**config.mk**
```make
export PLATFORM = sky130hd
export DESIGN_NAME = vfge_ctrl
export DESIGN_NICKNAME = d
export VERILOG_FILES = /design/src/vfge_pkg.sv /design/src/vfge_ctrl.sv
export VERILOG_INCLUDE_DIRS = /design/src /design/src/src
export SDC_FILE = /design/constraint.sdc
export NUM_CORES = 1
export LEC_CHECK = 0
export BUFFER_PORTS_ARGS = -buffer_cell sky130_fd_sc_hd__buf_2
export CAP_MARGIN = 20
export CORE_MARGIN = 2
export CORE_UTILIZATION = 54
export DETAILED_ROUTE_END_ITERATION = 12
export HOLD_SLACK_MARGIN = 0.15
export PLACE_DENSITY = 0.84
export SLEW_MARGIN = 20
export SYNTH_ARGS = -nofsm -noshare
export SYNTH_HDL_FRONTEND = slang
export SYNTH_SLANG_ARGS = --single-unit
```
**constraint.sdc**
```tcl
create_clock -name clk -period 2.28 [get_ports clk]
set_input_delay 0.228 -clock clk [delete_from_list [all_inputs] [get_ports clk]]
set_output_delay 0.228 -clock clk [all_outputs]
set_load 0.02 [all_outputs]
```
**src/vector_field_grid_engine_unit_macros.svh**
```systemverilog
// Assertion macros shared by the grid engine modules
`ifndef VECTOR_FIELD_GRID_ENGINE_UNIT_MACROS_SVH
`define VECTOR_FIELD_GRID_ENGINE_UNIT_MACROS_SVH

// same-cycle implication
`define VFGE_ASSERT_NOW(lbl, ante, cons) \
  lbl: assert property (@(posedge clk) disable iff (!rst_n) (ante) |-> (cons)) \
    else $error("grid engine check failed");

// next-cycle implication
`define VFGE_ASSERT_NEXT(lbl, ante, cons) \
  lbl: assert property (@(posedge clk) disable iff (!rst_n) (ante) |=> (cons)) \
    else $error("grid engine check failed");

`endif

```
**src/vfge_pkg.sv**
```systemverilog
// Types, codes and constants of the vector field grid engine
`timescale 1ns / 1ps
package vfge_pkg;

  localparam logic [1:0] OP_LOOKUP = 2'd0;
  localparam logic [1:0] OP_REPEL  = 2'd1;
  localparam logic [1:0] OP_DECAY  = 2'd2;
  localparam logic [1:0] OP_SPARE  = 2'd3;

  localparam logic [1:0] CFG_CELL_SIZE = 2'd0;
  localparam logic [1:0] CFG_NUM_COLS  = 2'd1;
  localparam logic [1:0] CFG_NUM_ROWS  = 2'd2;

  localparam logic [7:0] CELL_SIZE_RST = 8'd10;
  localparam logic [6:0] NUM_COLS_RST  = 7'd64;
  localparam logic [6:0] NUM_ROWS_RST  = 7'd48;

  localparam int DIV_STEPS  = 36;
  localparam int SQRT_STEPS = 20;
  localparam logic [15:0] DECAY_Q16 = 16'd64881;

  typedef struct packed {
    logic [1:0]         op;
    logic [15:0]        pos_x;
    logic [15:0]        pos_y;
    logic [15:0]        radius;
    logic signed [15:0] gain;
  } in_word_t;

  typedef struct packed {
    logic signed [15:0] force_x;
    logic signed [15:0] force_y;
    logic [12:0]        cells_written;
  } out_word_t;

  typedef enum logic [3:0] {
    ST_CLEAR, ST_IDLE, ST_LKX, ST_LKY_LD, ST_LKY, ST_LK_RD,
    ST_RP_SQ, ST_RP_CHK, ST_SQRT, ST_FDIV_LD, ST_FDIV, ST_MUL1, ST_MUL2,
    ST_DC_RD, ST_DC_WR, ST_FIN
  } state_t;

  typedef enum logic [3:0] {
    CMD_NONE, CMD_CLEAR, CMD_LOAD, CMD_DIV_STEP, CMD_LKY_LOAD, CMD_LK_READ,
    CMD_SQ, CMD_CHK, CMD_SQRT_STEP, CMD_FDIV_LOAD, CMD_MUL1, CMD_MUL2,
    CMD_DC_READ, CMD_DC_WRITE, CMD_RESULT
  } dp_cmd_t;

  typedef struct packed {
    dp_cmd_t cmd;
    logic    adv;
  } ctrl_cmd_t;

  typedef struct packed {
    logic in_reach;
    logic last_cell;
    logic clear_last;
    logic out_free;
  } dp_stat_t;

endpackage

```
**src/vfge_ctrl.sv**
```systemverilog
// Sequencer of the vector field grid engine
`timescale 1ns / 1ps
module vfge_ctrl
  import vfge_pkg::*;
(
  input  logic       clk,
  input  logic       rst_n,
  input  logic       in_valid,
  input  logic [1:0] in_op,
  output logic       in_ready,
  input  dp_stat_t   stat,
  output ctrl_cmd_t  ctl
);

  state_t state_r, state_nxt;
  logic [5:0] step_r, step_nxt;

  always_ff @(posedge clk) begin
    if (!rst_n) begin
      state_r <= ST_CLEAR;
      step_r  <= '0;
    end else begin
      state_r <= state_nxt;
      step_r  <= step_nxt;
    end
  end

  always_comb begin
    state_nxt = state_r;
    step_nxt  = '0;
    ctl.cmd   = CMD_NONE;
    ctl.adv   = 1'b0;
    in_ready  = 1'b0;
    case (state_r)
      ST_CLEAR: begin
        ctl.cmd = CMD_CLEAR;
        if (stat.clear_last) state_nxt = ST_IDLE;
      end
      ST_IDLE: begin
        in_ready = 1'b1;
        if (in_valid) begin
          ctl.cmd = CMD_LOAD;
          case (in_op)
            OP_LOOKUP: state_nxt = ST_LKX;
            OP_REPEL:  state_nxt = ST_RP_SQ;
            OP_DECAY:  state_nxt = ST_DC_RD;
            default:   state_nxt = ST_FIN;
          endcase
        end
      end
      ST_LKX: begin
        ctl.cmd = CMD_DIV_STEP;
        if (step_r == 6'(DIV_STEPS - 1)) state_nxt = ST_LKY_LD;
        else step_nxt = step_r + 6'd1;
      end
      ST_LKY_LD: begin
        ctl.cmd   = CMD_LKY_LOAD;
        state_nxt = ST_LKY;
      end
      ST_LKY: begin
        ctl.cmd = CMD_DIV_STEP;
        if (step_r == 6'(DIV_STEPS - 1)) state_nxt = ST_LK_RD;
        else step_nxt = step_r + 6'd1;
      end
      ST_LK_RD: begin
        ctl.cmd   = CMD_LK_READ;
        state_nxt = ST_FIN;
      end
      ST_RP_SQ: begin
        ctl.cmd   = CMD_SQ;
        state_nxt = ST_RP_CHK;
      end
      ST_RP_CHK: begin
        ctl.cmd = CMD_CHK;
        if (stat.in_reach) begin
          state_nxt = ST_SQRT;
        end else begin
          ctl.adv   = 1'b1;
          state_nxt = stat.last_cell ? ST_FIN : ST_RP_SQ;
        end
      end
      ST_SQRT: begin
        ctl.cmd = CMD_SQRT_STEP;
        if (step_r == 6'(SQRT_STEPS - 1)) state_nxt = ST_FDIV_LD;
        else step_nxt = step_r + 6'd1;
      end
      ST_FDIV_LD: begin
        ctl.cmd   = CMD_FDIV_LOAD;
        state_nxt = ST_FDIV;
      end
      ST_FDIV: begin
        ctl.cmd = CMD_DIV_STEP;
        if (step_r == 6'(DIV_STEPS - 1)) state_nxt = ST_MUL1;
        else step_nxt = step_r + 6'd1;
      end
      ST_MUL1: begin
        ctl.cmd   = CMD_MUL1;
        state_nxt = ST_MUL2;
      end
      ST_MUL2: begin
        ctl.cmd   = CMD_MUL2;
        ctl.adv   = 1'b1;
        state_nxt = stat.last_cell ? ST_FIN : ST_RP_SQ;
      end
      ST_DC_RD: begin
        ctl.cmd   = CMD_DC_READ;
        state_nxt = ST_DC_WR;
      end
      ST_DC_WR: begin
        ctl.cmd   = CMD_DC_WRITE;
        ctl.adv   = 1'b1;
        state_nxt = stat.last_cell ? ST_FIN : ST_DC_RD;
      end
      ST_FIN: begin
        if (stat.out_free) begin
          ctl.cmd   = CMD_RESULT;
          state_nxt = ST_IDLE;
        end
      end
      default: state_nxt = ST_IDLE;
    endcase
  end

  `include "vector_field_grid_engine_unit_macros.svh"

  `VFGE_ASSERT_NEXT(a_lookup_start, in_valid && in_ready && (in_op == OP_LOOKUP), state_r == ST_LKX)
  `VFGE_ASSERT_NEXT(a_sqrt_done, (state_r == ST_SQRT) && (step_r == 6'(SQRT_STEPS - 1)), state_r == ST_FDIV_LD)
  `VFGE_ASSERT_NOW(a_ready_in_idle, in_ready, state_r == ST_IDLE)

endmodule

```
# Word level (Yosys, flattened, before mapping)
# Index checks and enable logic that the tools add are counted.
# W data, S select, Z words.
# classes
n_reduce_logical	5
mux	21
addsub	1
n_eq_ne	26
# ops
cell	n
$pmux W4 S16	1
$pmux W4 S14	1
$mux W4	10
$eq A4 B4 Y1 const B	8
$eq A4 B3 Y1 const B	4
$ne A2 B2 Y1 const B	7
$mux W6	2
$pmux W4 S3	1
$pmux W6 S2	1
$eq A4 B2 Y1 const B	2
$reduce_and A7 Y1	1
$add A6 B1 Y6 const B	1
$eq A6 B5 Y1 const B	1
$eq A6 B6 Y1 const B	1
$eq A4 B1 Y1 const B	1
$logic_not A4 Y1	1
$mux W2	2
$reduce_or A3 Y1	1
$eq A2 B1 Y1 const B	1
$eq A2 B2 Y1 const B	1
$logic_not A2 Y1	1
$mux W1	2
$pmux W1 S2	1
$reduce_or A2 Y1	1
# word_totals
register_bits	10
out_inout_bits	6
input_bits	9
elab_cells	55

# Logic depth before layout (Yosys ltp)
# depth
depth_word	4
depth_mapped	7
mapped_depth_nobuf	6

# Worst setup path before layout
# No wires, ideal clock.
# synth_path
path_kind	reg-to-reg
from	reg step_r[0]
to	reg step_r[2]
arrival_ns	1.585
path_slack_ns	0.575
synth_period_minus_slack_ns	1.705
setup_ns	0.120
required_time_ns	2.160
path_buffers	0
stages_incl_launch_ff	7
cell_sequence	dfxtp_1 -> ha_1 -> or3b_1 -> o311ai_2 -> o31a_4 -> nand2b_1 -> nor2_1
# synth_via
elab_chain_cells	3
elab_cells_between_ends	6
cone_classes	add/sub: 1; eq/ne: 2; mux: 3
# synth_rtl
item	line_no	source
start, declared	vfge_ctrl.sv:16	logic [5:0] step_r, step_nxt;
start signal, assigned	vfge_ctrl.sv:24	step_r <= step_nxt;
$add A6 B1 Y6 (tied with other cells)	-	
$mux W6 (on tied branches)	-	
$pmux W6 S2 *	vfge_ctrl.sv:34	case (state_r)
# Every way passes the cells marked *; elsewhere a longest branch is shown, timed or not.
# A chain may end at the register's enable or synchronous reset.

==> key figures <==
Run status
  – Status: complete, no violations

Timing
  – Post-Route Skew: 0.007313 ns
  – Worst slew pin tran: 0.5151 ns
  – Post-route setup TNS: 0 ns
  – Slew Limit Fails: 0
  – Worst hold slack: 0.2740 ns
  – Achievable frequency: around 490 MHz
  – Tmin final: 2.060 ns
  – # setup viols final: 0
  – RSZ-0062 raised after global routing: no
  – Worst relative slew slack: 65.62%
  – Crit share post-route: between 90% and 100%
  – Final hold viol count: 0

Setup path
  – End of the worst register-to-register path: step_r[4]$_SDFF_PN0_
  – Worst r2r src: step_r[0]$_SDFF_PN0_
  – Largest delay contributor family on the critical path: flip-flops
  – Depth of the worst register-to-register path: 6
  – Worst path arrival time: 1.83 ns
  – Class of the most critical setup path: flop to output pin
  – Slowest CP cell: dfxtp_1
  – CP Cell Sequence: inv_1, or3_1, a21oi_1, buf_2
  – Sum of buffers and inverters on the critical path: 2
  – Req. time, crit path: 2.05 ns
  – R2R Setup Slk: around 0.38 ns
  – Crit start category: flop
  – Crit-path max FO: 18
  – Worst Setup End Kind: output pin
  – Max incr delay on CP: 0.64 ns

Final layout
  – Commonest non-fill, non-tap cell in the layout: nor2_1
  – Filler cell count: 131
  – Nets: 138
  – Layout cells sized above 1: approximately a fifth
  – Most frequent cells in the layout: 15 x nor2_1, 14 x buf_2, 11 x nand2_1, 10 x o21ai_0, 10 x dfxtp_1
  – # diodes: 0
  – Area growth syn-to-layout: 11.00%

Die
  – Chip height: 43.49 µm
  – Core area: 1489 µm²
  – Num rows: 14
  – Die ar.: 1891 µm²
  – DIE WIDTH: 43.49 µm
  – Initial Utilization: 56.55%
  – IO Pins: 15

CTS
  – Clk sinks: 10
  – Resized Gates After CTS: 0
  – Setup repair bufs after CTS: 0
  – Clock Path Buffers: 2
  – H-tree depth: 1
  – Root buffer cell: clkbuf_4
  – Clock Latency Late Sink: 0.26 ns
  – CTS Buf Count: 3
  – Hold buffer count at cts: 0
  – Clock transition at path regs: about 0.070 ns
  – CTS tree: built

Drt
  – Via density per instance: 5.874
  – Routed Antenna Nets: 0
  – Final WL: 1827 µm
  – Via count: 840
  – DRC Markers: 0
  – DRT Pass-1 Iters: 4
  – WL per Instance: 12.78 µm
  – Initial DRC count: 24

Synthesis
  – Ys flop type: dfxtp_1
  – Yosys top cell area share: 23.77%
  – Post-Syn Instances: roughly 120
  – Mapped Area: 842.1 µm²
  – Fraction of registers with async set or reset after synthesis: 0%
  – Syn Nets: 125
  – Register area share after synthesis: between 20% and 30%
  – Area leader, netlist: dfxtp_1
  – Post-synth EDFFs: 0
  – YS warnings: 0
  – Seq cells post-synth: 10
  – Syn avg cell area: between 7 and 8 µm²
  – Synth area leaders: dfxtp_1 24%, nor2_1 6.7%, o21ai_0 5.9%
  – Distinct cell type count after synthesis: 39

Placed design
  – Post-DP HPWL: 1371 µm
  – Number of port buffers: 14
  – Final GP Congestion: 0.8835

Hold path
  – Hold Path Origin: rst_n
  – Hold EP: state_r[0]$_SDFFE_PN0P_
  – Tightest Hold Check Type: primary input to flop
  – Hold path depth: 3

GRT
  – Initial antenna violation count: 0
  – Gr usage total: 22.10%
  – First-pass GRT wire length: 3167 µm
  – Largest net degree at the start of global routing: 19
  – Vias in the first global route: 750
  – Remaining Overflow, GRT: 0

Flow run
  – Max-cap violation count: 0

Pwr
  – Leak Pwr: 0.0003771 µW
  – P per Cell Area: around 1400 nW/µm²
  – Worst vdd ir: 0.0009561 V
## where the power goes
group	leakage, µW	switching [µW]	internal, µW
registers	0.0000812	79.2	217
logic	0.000275	506	359
clock network	0.0000210	56.7	96.7
total	0.000377	642	673
## worst max-delay path by stage
stage	start	endpoint	slack [ns]	cells after the start
finish	state_r[1]$_SDFFE_PN0P_	ctl[0]	0.22	4
global route	state_r[1]$_SDFFE_PN0P_	ctl[2]	0.01	5
CTS	state_r[1]$_SDFFE_PN0P_	ctl[0]	0.23	4
detailed placement	step_r[0]$_SDFF_PN0_	step_r[5]$_SDFF_PN0_	0.39	6
global placement	step_r[0]$_SDFF_PN0_	step_r[4]$_SDFF_PN0_	0.48	6
floorplan	step_r[0]$_SDFF_PN0_	step_r[2]$_SDFF_PN0_	0.58	6
## cells by family after synthesis
family | Yosys count | synth area share [%]
mux | 3 | 3.566
compound gates | 32 | 27.79
flops | 10 | 23.77
xor+xnor | 5 | 5.202
buf+inv | 16 | 9.806
simple gates | 48 | 28.38
fa+ha+maj | 1 | 1.486
## stage by stage
| step | setup WS (ns) | util [%] | cell area (µm²) | power [µW] | cells |
|---|---|---|---|---|---|
| final | 0.2198 | 62.77 | 934.6 | 1315 | 143 |
| after global routing | 0.009732 | 62.77 | 934.6 | 1446 | 143 |
| after CTS | 0.2252 | 62.77 | 934.6 | 1317 | 143 |
| after detailed placement | 0.3867 | 60.34 | 898.4 | 1159 | 139 |
| after global placement | 0.4850 | 60.34 | 898.4 | 1129 | 139 |
| after floorplan | 0.5753 | - | 842.1 | 993.2 | 115 |
## final cells by class
type	instances	area [µm²]	share of cell area (%)
flip-flops and latches	10	200.2	21.42
well taps	16	20.02	2.142
repair buffers	17	92.59	9.906
clock buffers	4	36.28	3.882
multi-input cells	89	559.3	59.84
inverters	7	26.28	2.811
## cells in the mapped netlist (all sizes together), types with 2 or more instances
library cell and instances:
buf 4, a21oi 6, xnor2 3, o21ai 10, a31oi 4, clkbuf 4
or2 2, a32o 2, nor3 2, and2b 2, nand3 5, nand2 11
nor2 15, dfxtp 10, nand2b 5, inv 7, mux2i 3, xor2 2
## worst register-to-register path, delay by kind of cell (launching register included)
family / cells / cell delay [ns]
AOI/OAI and AO/OA: 1 / 0.22
adders and majority gates: 1 / 0.21
DFF: 1 / 0.36
and+or+nand+nor: 4 / 1.00
## flip-flops by register name, indices dropped and copies added (netlist names)
signal,flops
step_r,6
state_r,4
## per-layer routing
| layer | GRT usage [%] | vias to the layer above | part of all wire (%) |
|---|---|---|---|
| met3 | 3.750 | 0 | 5.1 |
| met1 | 29.12 | 390 | 47 |
| li1 | - | 426 | - |
| met5 | 0 | - | 0 |
| met2 | 36.42 | 24 | 47 |
| met4 | 7.879 | 0 | 0 |
No activity file was read; power rests on OpenSTA's default activity.
